<file path="config.mk">
export PLATFORM = sky130hd
export DESIGN_NAME = wildcard_pattern_match_core
export DESIGN_NICKNAME = d
export VERILOG_FILES = /design/src/sv/wpm_pkg.sv /design/src/sv/wpm_cell.sv /design/src/sv/wildcard_pattern_match_core.sv
export SDC_FILE = /design/constraint.sdc
export NUM_CORES = 1
export LEC_CHECK = 0
export ABC_AREA = 0
export CAP_MARGIN = 15
export CORE_ASPECT_RATIO = 0.5
export CORE_MARGIN = 2
export CORE_UTILIZATION = 40
export DETAILED_ROUTE_END_ITERATION = 8
export DONT_BUFFER_PORTS = 1
export SLEW_MARGIN = 20
export SYNTH_ARGS = -nofsm -noshare
export SYNTH_HDL_FRONTEND = slang
export SYNTH_HIERARCHICAL = 1
export SYNTH_SLANG_ARGS = --single-unit
</file>
<file path="constraint.sdc">
create_clock -name clk -period 24.2 [get_ports clk]
set_input_delay 4.84 -clock clk [delete_from_list [all_inputs] [get_ports clk]]
set_output_delay 4.84 -clock clk [all_outputs]
set_load 0.1 [all_outputs]
</file>
<file path="src/sv/wpm_pkg.sv">
// Shared constants, types and helpers for the wildcard pattern matcher.
// No dependencies; imported by wpm_cell and wildcard_pattern_match_core.
package wpm_pkg;

  localparam int PAT_LEN = 32;
  localparam int CHAR_W  = 8;

  localparam logic [CHAR_W-1:0] WILD_ONE = 8'h3F;  // '?'
  localparam logic [CHAR_W-1:0] WILD_ANY = 8'h2A;  // '*'
  localparam logic [CHAR_W-1:0] LOWER_A  = 8'h61;
  localparam logic [CHAR_W-1:0] LOWER_Z  = 8'h7A;
  localparam logic [CHAR_W-1:0] CASE_OFS = 8'h20;

  typedef enum logic [1:0] {
    CMD_CLEAR  = 2'd0,
    CMD_APPEND = 2'd1,
    CMD_CHAR   = 2'd2,
    CMD_FINISH = 2'd3
  } cmd_t;

  // Broadcast control for every cell in the chain.
  typedef struct packed {
    logic clear;    // empty the pattern, restart the subject
    logic append;   // store the byte in the first free cell
    logic restart;  // rebuild the active set from position zero
    logic step;     // advance the active set by one subject byte
  } wpm_ctrl_t;

  function automatic logic [CHAR_W-1:0] fold_case(input logic [CHAR_W-1:0] c);
    logic [CHAR_W-1:0] r;
    r = c;
    if (c >= LOWER_A && c <= LOWER_Z) r = c - CASE_OFS;
    return r;
  endfunction

endpackage

</file>
<file path="src/sv/wpm_cell.sv">
// One pattern position of the matcher chain: stored byte, valid flag, active flag.
// Depends on wpm_pkg; instantiated PAT_LEN times by wildcard_pattern_match_core.
module wpm_cell
  import wpm_pkg::*;
(
  input  logic              clk,
  input  logic              rst_n,
  input  logic              first_i,       // tied high on position zero
  input  wpm_ctrl_t         ctrl_i,
  input  logic [CHAR_W-1:0] char_i,        // folded byte
  input  logic              left_valid_i,
  input  logic              adv_i,         // advance from the left neighbor
  input  logic              carry_i,       // star closure from the left neighbor
  output logic              valid_o,
  output logic              adv_o,
  output logic              carry_o,
  output logic              end_hit_o      // active and first position past the pattern
);

  logic [CHAR_W-1:0] pat_r;
  logic              star_r, one_r;
  logic              valid_r, valid_nxt;
  logic              act_r, act_nxt;
  logic              load, star_e, valid_e, raw, cl;

  assign load    = ctrl_i.append && left_valid_i && !valid_r;
  // A freshly appended star must already take part in this cycle's closure.
  assign star_e  = load ? (char_i == WILD_ANY) : star_r;
  assign valid_e = load | valid_r;

  assign adv_o = ctrl_i.step && act_r && valid_r && !star_r &&
                 (one_r || pat_r == char_i);

  always_comb begin
    if (ctrl_i.restart) begin
      raw = adv_i;
    end else begin
      raw = (act_r && valid_r && star_r) || adv_i;
    end
  end

  assign cl      = raw || carry_i;
  assign carry_o = cl && valid_e && star_e;

  always_comb begin
    valid_nxt = valid_r;
    if (ctrl_i.clear) begin
      valid_nxt = 1'b0;
    end else if (load) begin
      valid_nxt = 1'b1;
    end
  end

  always_comb begin
    act_nxt = act_r;
    if (ctrl_i.clear) begin
      act_nxt = first_i;
    end else if (ctrl_i.restart || ctrl_i.step) begin
      act_nxt = cl;
    end
  end

  always_ff @(posedge clk) begin
    if (!rst_n) begin
      valid_r <= 1'b0;
      act_r   <= first_i;
    end else begin
      valid_r <= valid_nxt;
      act_r   <= act_nxt;
    end
  end

  always_ff @(posedge clk) begin
    if (load) begin
      pat_r  <= char_i;
      star_r <= (char_i == WILD_ANY);
      one_r  <= (char_i == WILD_ONE);
    end
  end

  assign valid_o   = valid_r;
  assign end_hit_o = act_r && !valid_r;

endmodule

</file>
<file path="src/sv/wildcard_pattern_match_core.sv">
// Top level of the case-insensitive wildcard matcher: command decode, cell chain,
// overflow flag and result register. Depends on wpm_pkg and wpm_cell.
//
//   channel | ports                                   | moves
//   --------+-----------------------------------------+-------------------------------
//   in      | in_valid, in_stall, in_cmd, in_char_value | one command word per accept
//   out     | out_valid, out_stall, out_matched,       | one result word per finish
//           | out_pattern_overflow                    |
//
// One input word per clock while in_stall is low; every command finishes in the cycle it is accepted.
// The star closure is a ripple through the PAT_LEN cells, like a carry chain.
// Result is registered into out_* when the finish word is accepted, or waits
// in a skid register behind a stalled result.
// Synchronous active-low reset: empty pattern, only position zero active.
// in_stall is the registered skid flag: high only while two results are waiting.
module wildcard_pattern_match_core
  import wpm_pkg::*;
(
  input  logic              clk,
  input  logic              rst_n,
  input  logic              in_valid,
  output logic              in_stall,
  input  logic [1:0]        in_cmd,
  input  logic [CHAR_W-1:0] in_char_value,
  output logic              out_valid,
  input  logic              out_stall,
  output logic              out_matched,
  output logic              out_pattern_overflow
);

  logic              in_accept;
  logic [CHAR_W-1:0] char_f;
  wpm_ctrl_t         ctrl;
  logic              finish;

  logic [PAT_LEN-1:0] valid_v, adv_v, carry_v, end_v;

  logic tail_act_r, tail_act_nxt;   // position PAT_LEN: whole pattern consumed
  logic ovf_r, ovf_nxt;
  logic out_valid_r, out_valid_nxt;
  logic skid_valid_r, skid_valid_nxt;
  logic matched_r, pover_r;
  logic skid_matched_r, skid_pover_r;
  logic out_busy;                   // result held through this edge
  logic res_matched;
  logic hit;

  assign in_stall  = skid_valid_r;
  assign in_accept = in_valid && !in_stall;
  assign char_f    = fold_case(in_char_value);
  assign out_busy  = out_valid_r && out_stall;

  // Command decode into the broadcast control word.
  always_comb begin
    ctrl   = '0;
    finish = 1'b0;
    if (in_accept) begin
      case (cmd_t'(in_cmd))
        CMD_CLEAR: begin
          ctrl.clear   = 1'b1;
          ctrl.restart = 1'b1;
        end
        CMD_APPEND: begin
          ctrl.append  = 1'b1;
          ctrl.restart = 1'b1;
        end
        CMD_CHAR: begin
          ctrl.step = 1'b1;
        end
        CMD_FINISH: begin
          ctrl.restart = 1'b1;
          finish       = 1'b1;
        end
        default: begin
          ctrl = '0;
        end
      endcase
    end
  end

  // Cell chain. Position zero is seeded by restart; it has no left neighbor.
  genvar gi;
  generate
    for (gi = 0; gi < PAT_LEN; gi++) begin : g_cell
      logic left_valid, adv_in, carry_in;
      if (gi == 0) begin : g_head
        assign left_valid = 1'b1;
        assign adv_in     = ctrl.restart;
        assign carry_in   = 1'b0;
      end else begin : g_body
        assign left_valid = valid_v[gi-1];
        assign adv_in     = adv_v[gi-1];
        assign carry_in   = carry_v[gi-1];
      end
      wpm_cell u_cell (
        .clk          (clk),
        .rst_n        (rst_n),
        .first_i      (gi == 0),
        .ctrl_i       (ctrl),
        .char_i       (char_f),
        .left_valid_i (left_valid),
        .adv_i        (adv_in),
        .carry_i      (carry_in),
        .valid_o      (valid_v[gi]),
        .adv_o        (adv_v[gi]),
        .carry_o      (carry_v[gi]),
        .end_hit_o    (end_v[gi])
      );
    end
  endgenerate

  // Only the first position past the pattern can be active without a byte,
  // so the end-of-pattern flag is a plain OR over the chain plus the tail.
  assign hit         = (|end_v) || tail_act_r;
  assign res_matched = hit && !ovf_r;

  always_comb begin
    tail_act_nxt = tail_act_r;
    if (ctrl.clear) begin
      tail_act_nxt = 1'b0;
    end else if (ctrl.restart || ctrl.step) begin
      tail_act_nxt = adv_v[PAT_LEN-1] || carry_v[PAT_LEN-1];
    end
  end

  // Overflow: append with every cell already holding a byte.
  always_comb begin
    ovf_nxt = ovf_r;
    if (ctrl.clear) begin
      ovf_nxt = 1'b0;
    end else if (ctrl.append && valid_v[PAT_LEN-1]) begin
      ovf_nxt = 1'b1;
    end
  end

  // Output word: held while stalled, refilled from the skid first, then from
  // a new finish. A finish behind a held word parks in the skid.
  always_comb begin
    out_valid_nxt = 1'b0;
    if (out_busy || skid_valid_r || finish) begin
      out_valid_nxt = 1'b1;
    end
  end

  assign skid_valid_nxt = out_busy && (skid_valid_r || finish);

  always_ff @(posedge clk) begin
    if (!rst_n) begin
      tail_act_r   <= 1'b0;
      ovf_r        <= 1'b0;
      out_valid_r  <= 1'b0;
      skid_valid_r <= 1'b0;
    end else begin
      tail_act_r   <= tail_act_nxt;
      ovf_r        <= ovf_nxt;
      out_valid_r  <= out_valid_nxt;
      skid_valid_r <= skid_valid_nxt;
    end
  end

  always_ff @(posedge clk) begin
    if (!out_busy) begin
      if (skid_valid_r) begin
        matched_r <= skid_matched_r;
        pover_r   <= skid_pover_r;
      end else if (finish) begin
        matched_r <= res_matched;
        pover_r   <= ovf_r;
      end
    end
  end

  always_ff @(posedge clk) begin
    if (out_busy && finish) begin
      skid_matched_r <= res_matched;
      skid_pover_r   <= ovf_r;
    end
  end

  assign out_valid            = out_valid_r;
  assign out_matched          = matched_r;
  assign out_pattern_overflow = pover_r;

endmodule
</file>
# Yosys cells after proc, flatten, opt, wreduce, memory -nomap -nowiden
# Index checks and enable logic that the tools add are counted.
[totals] regBits=392 inputBits=14 output_inout_bits=4 elab_cells=850
[op_classes] n_addsub=1 magnitude_cmp=2 eq_ne=37 muxes=77 bitwise=34 reduce_logical=531
[op_table] cell="logical AND 1 bit" count=358
[op_table] cell="equality test 8 bit" count=32
[op_table] cell="logical OR 1 bit" count=101
[op_table] cell="2-to-1 mux 1 bit" count=75
[op_table] cell="logical NOT 1 bit" count=66
[op_table] cell="bitwise OR 1 bit" count=32
[op_table] cell="OR reduction 32 bit" count=1
[op_table] cell="equality test 8 x 6 -> 1 bit, second input constant" count=2
[op_table] cell=">= comparator 8 x 7 -> 1 bit, second input constant" count=1
[op_table] cell="less-or-equal comparator 8 x 7 -> 1 bit, second input constant" count=1
[op_table] cell="2-to-1 mux 8 bit" count=1
[op_table] cell="subtractor 8 x 6 -> 8 bit, second input constant" count=1
[op_table] cell="equality test 2 bit, second input constant" count=2
[op_table] cell="2-to-1 mux 4 bit" count=1
[op_table] cell="OR reduction 3 bit" count=1
[op_table] cell="equality test 2 x 1 -> 1 bit, second input constant" count=1
[op_table] cell="logical NOT 2 bit" count=1
[op_table] cell="NOT 1 bit" count=2
[op_table] cell="AND reduction 2 bit" count=1
[op_table] cell="nonzero test 2 bit" count=1
[op_table] cell="OR reduction 2 bit" count=1

# Longest topological paths before layout
[depth] word_depth=104 mapped_depth=74 mapped_depth_nobuf=74

# Cells and area by module
# Netlist, hierarchy kept.
[modules_own_cells] mod="wpm_cell" n_inst=32 cells_per_inst=45 area_each_um2=540.5 seq_area_each_um2=340.3
[modules_own_cells] mod="wildcard_pattern_match_core" n_inst=1 cells_per_inst=57 area_each_um2=473.0 seq_area_each_um2=200.2

# Worst setup path after synthesis
# OpenSTA, ideal clock, no wires.
[synth_path] kind="input -> register" startpoint="input in_char_value[2]" endpoint="register tail_act_r" setup_time_ns=0.114 t_arrival_ns=18.484 t_required_ns=24.086 path_slack_ns=5.602 path_stages=73 path_buffers=0 cell_sequence="or4_1 o22ai_1 nor4_1 a21oi_1 nor3_1 nand3_1 a21oi_1 nor3_1 a21oi_1 nor3_1 a21oi_1 nor3_1 a21oi_1 nor3_1 a21oi_1 nor3_1 a21oi_1 nor3_1 [37 not listed] nor3_1 a21oi_1 nor3_1 a21oi_1 nor3_1 a21oi_1 nor3_1 a21oi_1 nor3_1 a21oi_1 nor3_1 a21oi_1 nor3_1 a21oi_1 nor2_1 nor2_1 a21oi_1 nor2_1"
[synth_via] word_cells_on_any_way=291 classes_between="add/sub (1); order compare (2); eq/ne (33); mux (64); reduce/logical (191)"
[synth_lines] item="start, declared" line="wildcard_pattern_match_core.sv:24" source="input logic [CHAR_W-1:0] in_char_value,"
[synth_lines] item=">= comparator 8 x 7 -> 1 bit or less-or-equal comparator 8 x 7 -> 1 bit (tied branches)" line="wpm_pkg.sv:32" source="if (c >= LOWER_A && c <= LOWER_Z) r = c - CASE_OFS;"
[synth_lines] item="logical AND 1 bit" line="wpm_pkg.sv:32"
[synth_lines] item="2-to-1 mux 8 bit *" line="wpm_pkg.sv:32"
[synth_lines] item="via char_f[6]" line="wildcard_pattern_match_core.sv:32" source="logic [CHAR_W-1:0] char_f;"
[synth_lines] item="equality test 8 x 6 -> 1 bit *" line="wpm_cell.sv:28" source="assign star_e = load ? (char_i == WILD_ANY) : star_r;"
[synth_lines] item="2-to-1 mux 1 bit *" line="wpm_cell.sv:28"
[synth_lines] item="logical AND 1 bit *" line="wpm_cell.sv:43" source="assign carry_o = cl && valid_e && star_e;"
[synth_lines] item="via carry_v[0]" line="wildcard_pattern_match_core.sv:36" source="logic [PAT_LEN-1:0] valid_v, adv_v, carry_v, end_v;"
[synth_lines] item="[3 not listed]"
[synth_lines] item="via carry_v[1]" line="wildcard_pattern_match_core.sv:36"
[synth_lines] item="[3 not listed]"
[synth_lines] item="via carry_v[2]" line="wildcard_pattern_match_core.sv:36"
[synth_lines] item="[3 not listed]"
[synth_lines] item="via carry_v[3]" line="wildcard_pattern_match_core.sv:36"
[synth_lines] item="[3 not listed]"
[synth_lines] item="via carry_v[4]" line="wildcard_pattern_match_core.sv:36"
[synth_lines] item="[3 not listed]"
[synth_lines] item="via carry_v[5]" line="wildcard_pattern_match_core.sv:36"
[synth_lines] item="[3 not listed]"
[synth_lines] item="via carry_v[6]" line="wildcard_pattern_match_core.sv:36"
[synth_lines] item="[3 not listed]"
[synth_lines] item="via carry_v[7]" line="wildcard_pattern_match_core.sv:36"
[synth_lines] item="[3 not listed]"
[synth_lines] item="via carry_v[8]" line="wildcard_pattern_match_core.sv:36"
[synth_lines] item="[3 not listed]"
[synth_lines] item="via carry_v[9]" line="wildcard_pattern_match_core.sv:36"
[synth_lines] item="[3 not listed]"
[synth_lines] item="via carry_v[10]" line="wildcard_pattern_match_core.sv:36"
[synth_lines] item="[3 not listed]"
[synth_lines] item="via carry_v[11]" line="wildcard_pattern_match_core.sv:36"
[synth_lines] item="[3 not listed]"
[synth_lines] item="via carry_v[12]" line="wildcard_pattern_match_core.sv:36"
[synth_lines] item="[3 not listed]"
[synth_lines] item="via carry_v[13]" line="wildcard_pattern_match_core.sv:36"
[synth_lines] item="[3 not listed]"
[synth_lines] item="via carry_v[14]" line="wildcard_pattern_match_core.sv:36"
[synth_lines] item="[3 not listed]"
[synth_lines] item="via carry_v[15]" line="wildcard_pattern_match_core.sv:36"
[synth_lines] item="[3 not listed]"
[synth_lines] item="via carry_v[16]" line="wildcard_pattern_match_core.sv:36"
[synth_lines] item="[3 not listed]"
[synth_lines] item="via carry_v[17]" line="wildcard_pattern_match_core.sv:36"
[synth_lines] item="[3 not listed]"
[synth_lines] item="via carry_v[18]" line="wildcard_pattern_match_core.sv:36"
[synth_lines] item="[3 not listed]"
[synth_lines] item="via carry_v[19]" line="wildcard_pattern_match_core.sv:36"
[synth_lines] item="[3 not listed]"
[synth_lines] item="via carry_v[20]" line="wildcard_pattern_match_core.sv:36"
[synth_lines] item="[3 not listed]"
[synth_lines] item="via carry_v[21]" line="wildcard_pattern_match_core.sv:36"
[synth_lines] item="[3 not listed]"
[synth_lines] item="via carry_v[22]" line="wildcard_pattern_match_core.sv:36"
[synth_lines] item="[3 not listed]"
[synth_lines] item="via carry_v[23]" line="wildcard_pattern_match_core.sv:36"
[synth_lines] item="[3 not listed]"
[synth_lines] item="via carry_v[24]" line="wildcard_pattern_match_core.sv:36"
[synth_lines] item="[3 not listed]"
[synth_lines] item="via carry_v[25]" line="wildcard_pattern_match_core.sv:36"
[synth_lines] item="[3 not listed]"
[synth_lines] item="via carry_v[26]" line="wildcard_pattern_match_core.sv:36"
[synth_lines] item="[3 not listed]"
[synth_lines] item="via carry_v[27]" line="wildcard_pattern_match_core.sv:36"
[synth_lines] item="[3 not listed]"
[synth_lines] item="via carry_v[28]" line="wildcard_pattern_match_core.sv:36"
[synth_lines] item="[3 not listed]"
[synth_lines] item="via carry_v[29]" line="wildcard_pattern_match_core.sv:36"
[synth_lines] item="logical OR 1 bit *" line="wpm_cell.sv:42" source="assign cl = raw || carry_i;"
[synth_lines] item="logical AND 1 bit * (2 in series)" line="wpm_cell.sv:43"
[synth_lines] item="via carry_v[30]" line="wildcard_pattern_match_core.sv:36"
[synth_lines] item="logical OR 1 bit *" line="wpm_cell.sv:42"
[synth_lines] item="logical AND 1 bit * (2 in series)" line="wpm_cell.sv:43"
[synth_lines] item="via carry_v[31]" line="wildcard_pattern_match_core.sv:36"
[synth_lines] item="logical OR 1 bit *" line="wildcard_pattern_match_core.sv:122" source="tail_act_nxt = adv_v[PAT_LEN-1] || carry_v[PAT_LEN-1];"
[synth_lines] item="end signal, assigned" line="wildcard_pattern_match_core.sv:154" source="tail_act_r <= tail_act_nxt;"
[synth_lines] item="end, declared" line="wildcard_pattern_match_core.sv:38" source="logic tail_act_r, tail_act_nxt;"
# Mark *: on every way through the listed nets, which the timed path passes. The rest lies on a longest branch.
# A chain may end at the register's enable or synchronous reset.

# Worst setup path in the final report
[layout_path] startpoint="input in_char_value[2]" endpoint="register tail_act_r"
[layout_via] elab_chain_len=102 word_cells_on_any_way=291 classes_between="add/sub (1); order compare (2); eq/ne (33); mux (64); reduce/logical (191)"
[layout_rtl] item=">= comparator 8 x 7 -> 1 bit or less-or-equal comparator 8 x 7 -> 1 bit (tied branches)" line="wpm_pkg.sv:32"
[layout_rtl] item="logical AND 1 bit" line="wpm_pkg.sv:32"
[layout_rtl] item="2-to-1 mux 8 bit *" line="wpm_pkg.sv:32"
[layout_rtl] item="via char_f[6]" line="wildcard_pattern_match_core.sv:32"
[layout_rtl] item="equality test 8 bit *" line="wpm_cell.sv:32" source="(one_r || pat_r == char_i);"
[layout_rtl] item="logical OR 1 bit *" line="wpm_cell.sv:32"
[layout_rtl] item="logical AND 1 bit *" line="wpm_cell.sv:31" source="assign adv_o = ctrl_i.step && act_r && valid_r && !star_r &&"
[layout_rtl] item="via adv_v[0]" line="wildcard_pattern_match_core.sv:36"
[layout_rtl] item="[5 not listed]"
[layout_rtl] item="via carry_v[1]" line="wildcard_pattern_match_core.sv:36"
[layout_rtl] item="[3 not listed]"
[layout_rtl] item="via carry_v[2]" line="wildcard_pattern_match_core.sv:36"
[layout_rtl] item="[3 not listed]"
[layout_rtl] item="via carry_v[3]" line="wildcard_pattern_match_core.sv:36"
[layout_rtl] item="[3 not listed]"
[layout_rtl] item="via carry_v[4]" line="wildcard_pattern_match_core.sv:36"
[layout_rtl] item="[3 not listed]"
[layout_rtl] item="via carry_v[5]" line="wildcard_pattern_match_core.sv:36"
[layout_rtl] item="[3 not listed]"
[layout_rtl] item="via carry_v[6]" line="wildcard_pattern_match_core.sv:36"
[layout_rtl] item="[3 not listed]"
[layout_rtl] item="via carry_v[7]" line="wildcard_pattern_match_core.sv:36"
[layout_rtl] item="[3 not listed]"
[layout_rtl] item="via carry_v[8]" line="wildcard_pattern_match_core.sv:36"
[layout_rtl] item="[3 not listed]"
[layout_rtl] item="via carry_v[9]" line="wildcard_pattern_match_core.sv:36"
[layout_rtl] item="[3 not listed]"
[layout_rtl] item="via carry_v[10]" line="wildcard_pattern_match_core.sv:36"
[layout_rtl] item="[3 not listed]"
[layout_rtl] item="via carry_v[11]" line="wildcard_pattern_match_core.sv:36"
[layout_rtl] item="[3 not listed]"
[layout_rtl] item="via carry_v[12]" line="wildcard_pattern_match_core.sv:36"
[layout_rtl] item="[3 not listed]"
[layout_rtl] item="via carry_v[13]" line="wildcard_pattern_match_core.sv:36"
[layout_rtl] item="[3 not listed]"
[layout_rtl] item="via carry_v[14]" line="wildcard_pattern_match_core.sv:36"
[layout_rtl] item="[3 not listed]"
[layout_rtl] item="via carry_v[15]" line="wildcard_pattern_match_core.sv:36"
[layout_rtl] item="[3 not listed]"
[layout_rtl] item="via carry_v[16]" line="wildcard_pattern_match_core.sv:36"
[layout_rtl] item="[3 not listed]"
[layout_rtl] item="via carry_v[17]" line="wildcard_pattern_match_core.sv:36"
[layout_rtl] item="[3 not listed]"
[layout_rtl] item="via carry_v[18]" line="wildcard_pattern_match_core.sv:36"
[layout_rtl] item="[3 not listed]"
[layout_rtl] item="via carry_v[19]" line="wildcard_pattern_match_core.sv:36"
[layout_rtl] item="[3 not listed]"
[layout_rtl] item="via carry_v[20]" line="wildcard_pattern_match_core.sv:36"
[layout_rtl] item="[3 not listed]"
[layout_rtl] item="via carry_v[21]" line="wildcard_pattern_match_core.sv:36"
[layout_rtl] item="[3 not listed]"
[layout_rtl] item="via carry_v[22]" line="wildcard_pattern_match_core.sv:36"
[layout_rtl] item="[3 not listed]"
[layout_rtl] item="via carry_v[23]" line="wildcard_pattern_match_core.sv:36"
[layout_rtl] item="[3 not listed]"
[layout_rtl] item="via carry_v[24]" line="wildcard_pattern_match_core.sv:36"
[layout_rtl] item="[3 not listed]"
[layout_rtl] item="via carry_v[25]" line="wildcard_pattern_match_core.sv:36"
[layout_rtl] item="[3 not listed]"
[layout_rtl] item="via carry_v[26]" line="wildcard_pattern_match_core.sv:36"
[layout_rtl] item="[3 not listed]"
[layout_rtl] item="via carry_v[27]" line="wildcard_pattern_match_core.sv:36"
[layout_rtl] item="[3 not listed]"
[layout_rtl] item="via carry_v[28]" line="wildcard_pattern_match_core.sv:36"
[layout_rtl] item="[3 not listed]"
[layout_rtl] item="via carry_v[29]" line="wildcard_pattern_match_core.sv:36"
[layout_rtl] item="logical OR 1 bit *" line="wpm_cell.sv:42"
[layout_rtl] item="logical AND 1 bit * (2 in series)" line="wpm_cell.sv:43"
[layout_rtl] item="via carry_v[30]" line="wildcard_pattern_match_core.sv:36"
[layout_rtl] item="logical OR 1 bit *" line="wpm_cell.sv:42"
[layout_rtl] item="logical AND 1 bit * (2 in series)" line="wpm_cell.sv:43"
[layout_rtl] item="via carry_v[31]" line="wildcard_pattern_match_core.sv:36"
[layout_rtl] item="logical OR 1 bit *" line="wildcard_pattern_match_core.sv:122"
# Marked as above.

==> run summary <==
Status: finished clean
Largest net degree at the start of global routing: 131
P_sw: 0.0002885 W
Min Tclk post-route: 16.83 ns
Initial antenna violation count: 1
Global route overflow: 0
Worst path bufs/invs: 1
Async S/R FF share, synth: 0%
Clk sinks: 392
Core Rows: 54
WP depth: 75
Switch share: 20.61%
Crit end category: register
Crit-path most repeated cell: a21oi_1
I/O Buffers: 0
DRT Wirelength: 37970 um
Num CTS Buffers: 38
Critical path type: in2reg
Avg WL per Cell: 17.26 um
# nets final: 1597
Synth top area cells: edfxtp_1 (55%), xor2_1 (13%), dfxtp_1 (7.7%), a21oi_1 (2.9%), nor3_1 (2.8%)
Ys flop type: edfxtp_1
DRC: 0
Vias in the first global route: 11240
Worst rel slew slack: 22.80%
Netlist Area Pre-Place: 0.01777 sq mm
R2R setup slack: 11.63 ns
GR peak layer: met2
Fin. Hold Viols: 0
Yosys Warn Count: 6
Post-CTS Setup Repair Bufs: 0
Met3 Use GR: 2.644%
Placeable Area: 0.04371 sq mm
Cell count after placement: 2130
#FFs+latches synth: 392
ANT cells: 0
Global-route wire length before repair: 61440 um
CTS root buffer: clkbuf_16
Global-route met1 utilization: 24.41%
P_leak: 6.854 nW
Max H-tree Level: 2
Initial Util: 40.65%
Starting DRT DRC Count: 814
Most common cell in the netlist: edfxtp_1
Worst vdd ir: 0.04113 mV
Setup TNS: 0 ns
Sequential area share after synthesis: 62.41%
Reg power frac: 52.9%
Via density: 5.219
Final Skew: 0.01004 ns
Main combinational cell family by area after synthesis: simple AND/OR/NAND/NOR gates
Worst-path clk slew: 0.06 ns
Reg2Reg Capture Point: tail_act_r$_SDFFE_PP0P_
Post-Synth Adder-Cell Area: 0.07041%
P_int: 0.001112 W
Die Ht: 153.0 um
Final instance area: 0.02003 sq mm
Worst Setup Start Kind: primary input
Synth Instances: 1497
Post-DRT Antenna Nets: 0
Period utilisation layout: 69.55%
I/O pins: 18
Max Cap Violations: 0
Multiplexer share of the synthesized area: 0.06337%
DP Area: 0.01878 sq mm
RD Place Congestion: 0.7558
Overall routing resource usage: 16.60%
Setup Viol. Count Final: 0
Max Clock Freq: 0.05941 GHz
Synth Area in Compound Gates: 4.873%
Crit path launch: in_char_value[2]
Final Max Tran Viols: 0
Yosys top cell area share: 54.75%
Dpl hpwl: 20060 um
Hold buffers post-CTS: 0
DRT Pass-1 Iters: 5
Worst hold margin: 0.4924 ns
Slew at the pin with the worst max-slew slack: 1.156 ns
Comb power frac: 4.5%
Crit-path max cell delay: 0.80 ns
Reg2Reg Depth: 71
Fraction of layout cells with a size suffix above 1: 4.342%
Total power: 0.001400 W
Clk pwr share: 42.7%
PD cells: 69.88 mW/mm^2
Met2 usage: 25.73%
Non-Filler Instances: 2200
Critical R2R Launch: in_stall$_SDFF_PN0_
Critical path destination: tail_act_r$_SDFFE_PP0P_
Critical path's top delay family: simple AND/OR/NAND/NOR gates
Crit path max fanout: 130
Post-cts resize count: 0
Post-synth EDFFs: 324
Distinct cells, synth: 26
Simple-Gate Fraction of Synth Area: 19.18%
Area Overhead vs Synth: 12.74%
Clock tree buffer depth: 3
CTS tree: built
Req. time, crit path: 24.62 ns
Slowest CP cell: nor4_1
Cell taking the most area after synthesis: edfxtp_1
Full die area: 0.04623 sq mm
Mapped Avg Cell Area: 11.87 sq um
RSZ-0062 raised after global routing: no
Most frequent cells after synthesis: edfxtp_1 (324), xor2_1 (256), nor2_1 (103)
Die W: 302.1 um
Hold Crit Class: reg2reg
Clock Latency Late Sink: 0.53 ns
Arrival @ worst endpoint: 17.25 ns
Routed vias: 11480
Synth Area in XOR/XNOR: 12.62%
## worst reg2reg max path, delay by kind of cell (launching register included)
family                 cells  cell delay, ns
AO/OA/AOI/OAI             34            2.51
buffers and inverters      1            0.27
AND/OR/NAND/NOR           36            8.64
flip-flops                 1            1.09
## power groups by stage
stage | Clock, W | Sequential [W] | Combinational [W]
finish | 0.000597 | 0.000740 | 0.0000625
floorplan | 0 | 0.000754 | 0.0000454
global route | 0.000638 | 0.000740 | 0.0000703
global placement | 0 | 0.000755 | 0.0000620
detailed placement | 0 | 0.000755 | 0.0000624
CTS | 0.000610 | 0.000740 | 0.0000627
## cells by family (layout without fill, tap and decap cells)
group	count (synthesis)	count (layout)
xor gates and xnor gates	256	256
AOI/OAI and AO/OA	171	171
adders and majority gates	1	1
other	2	35
muxes	1	1
buffers and inverters	35	117
DFF	392	392
and+or+nand+nor	639	639
## state kept, by name, indices dropped and copies added (netlist names), 32 cells and up
name / count
g_cell.u_cell/valid_o: 32
g_cell.u_cell/act_r: 32
g_cell.u_cell/one_r: 32
g_cell.u_cell/star_r: 32
g_cell.u_cell/pat_r: 256
## per-layer routing
metal	wire, um	part of all wire, %
met1	18770	49
met2	16930	45
met3	1657	4.4
met4	614	1.6
met5	0	0
## per-stage QoR
stage	util, %	setup WS, ns
after global routing	45.83	6.071
after global placement	42.97	7.436
after CTS	45.83	7.656
after detailed placement	42.97	7.212
final	45.83	7.369
after floorplan	-	5.602
## layout by cell type, fill, tap and decap left out, drive strengths merged, types with 3 or more instances in the layout
| master | count |
|---|---|
| nand2 | 100 |
| clkbuf | 61 |
| clkinv | 5 |
| conb | 35 |
| nor3 | 100 |
| o21ai | 64 |
| xor2 | 256 |
| buf | 12 |
| nor2b | 32 |
| inv | 35 |
| a21oi | 102 |
| nand2b | 34 |
| and4 | 32 |
| dfxtp | 68 |
| nor4 | 72 |
| nor2 | 103 |
| nand4 | 34 |
| nor3b | 34 |
| edfxtp | 324 |
| bufinv | 3 |
| nand3 | 64 |
| or3 | 33 |
## worst min path at each step
stage,start,slack (ns),endpoint,cells past startpoint
final,g_cell[22].u_cell/star_r$_DFF_P_,0.49,g_cell[22].u_cell/star_r$_DFF_P_,2
after global routing,g_cell[4].u_cell/star_r$_DFF_P_,0.52,g_cell[4].u_cell/star_r$_DFF_P_,2
after CTS,g_cell[22].u_cell/star_r$_DFF_P_,0.49,g_cell[22].u_cell/star_r$_DFF_P_,2
after detailed placement,g_cell[22].u_cell/star_r$_DFF_P_,0.48,g_cell[22].u_cell/star_r$_DFF_P_,2
after global placement,g_cell[8].u_cell/star_r$_DFF_P_,0.48,g_cell[8].u_cell/star_r$_DFF_P_,2
after floorplan,tail_act_r$_SDFFE_PP0P_,0.45,tail_act_r$_SDFFE_PP0P_,2
## final cells by class
| cell class | instances | area [sq um] |
|---|---|---|
| Timing Repair Buffer | 12 | 102.6 |
| Inverter | 35 | 131.4 |
| Clock buffer | 61 | 1131 |
| Clock inverter | 9 | 118.9 |
| Fill cell | 3991 | 23680 |
| Tap cell | 588 | 735.7 |
| Sequential cell | 392 | 11090 |
| Multi-Input combinational cell | 1103 | 6724 |
Note: power is estimated with default switching activity, not from simulation.
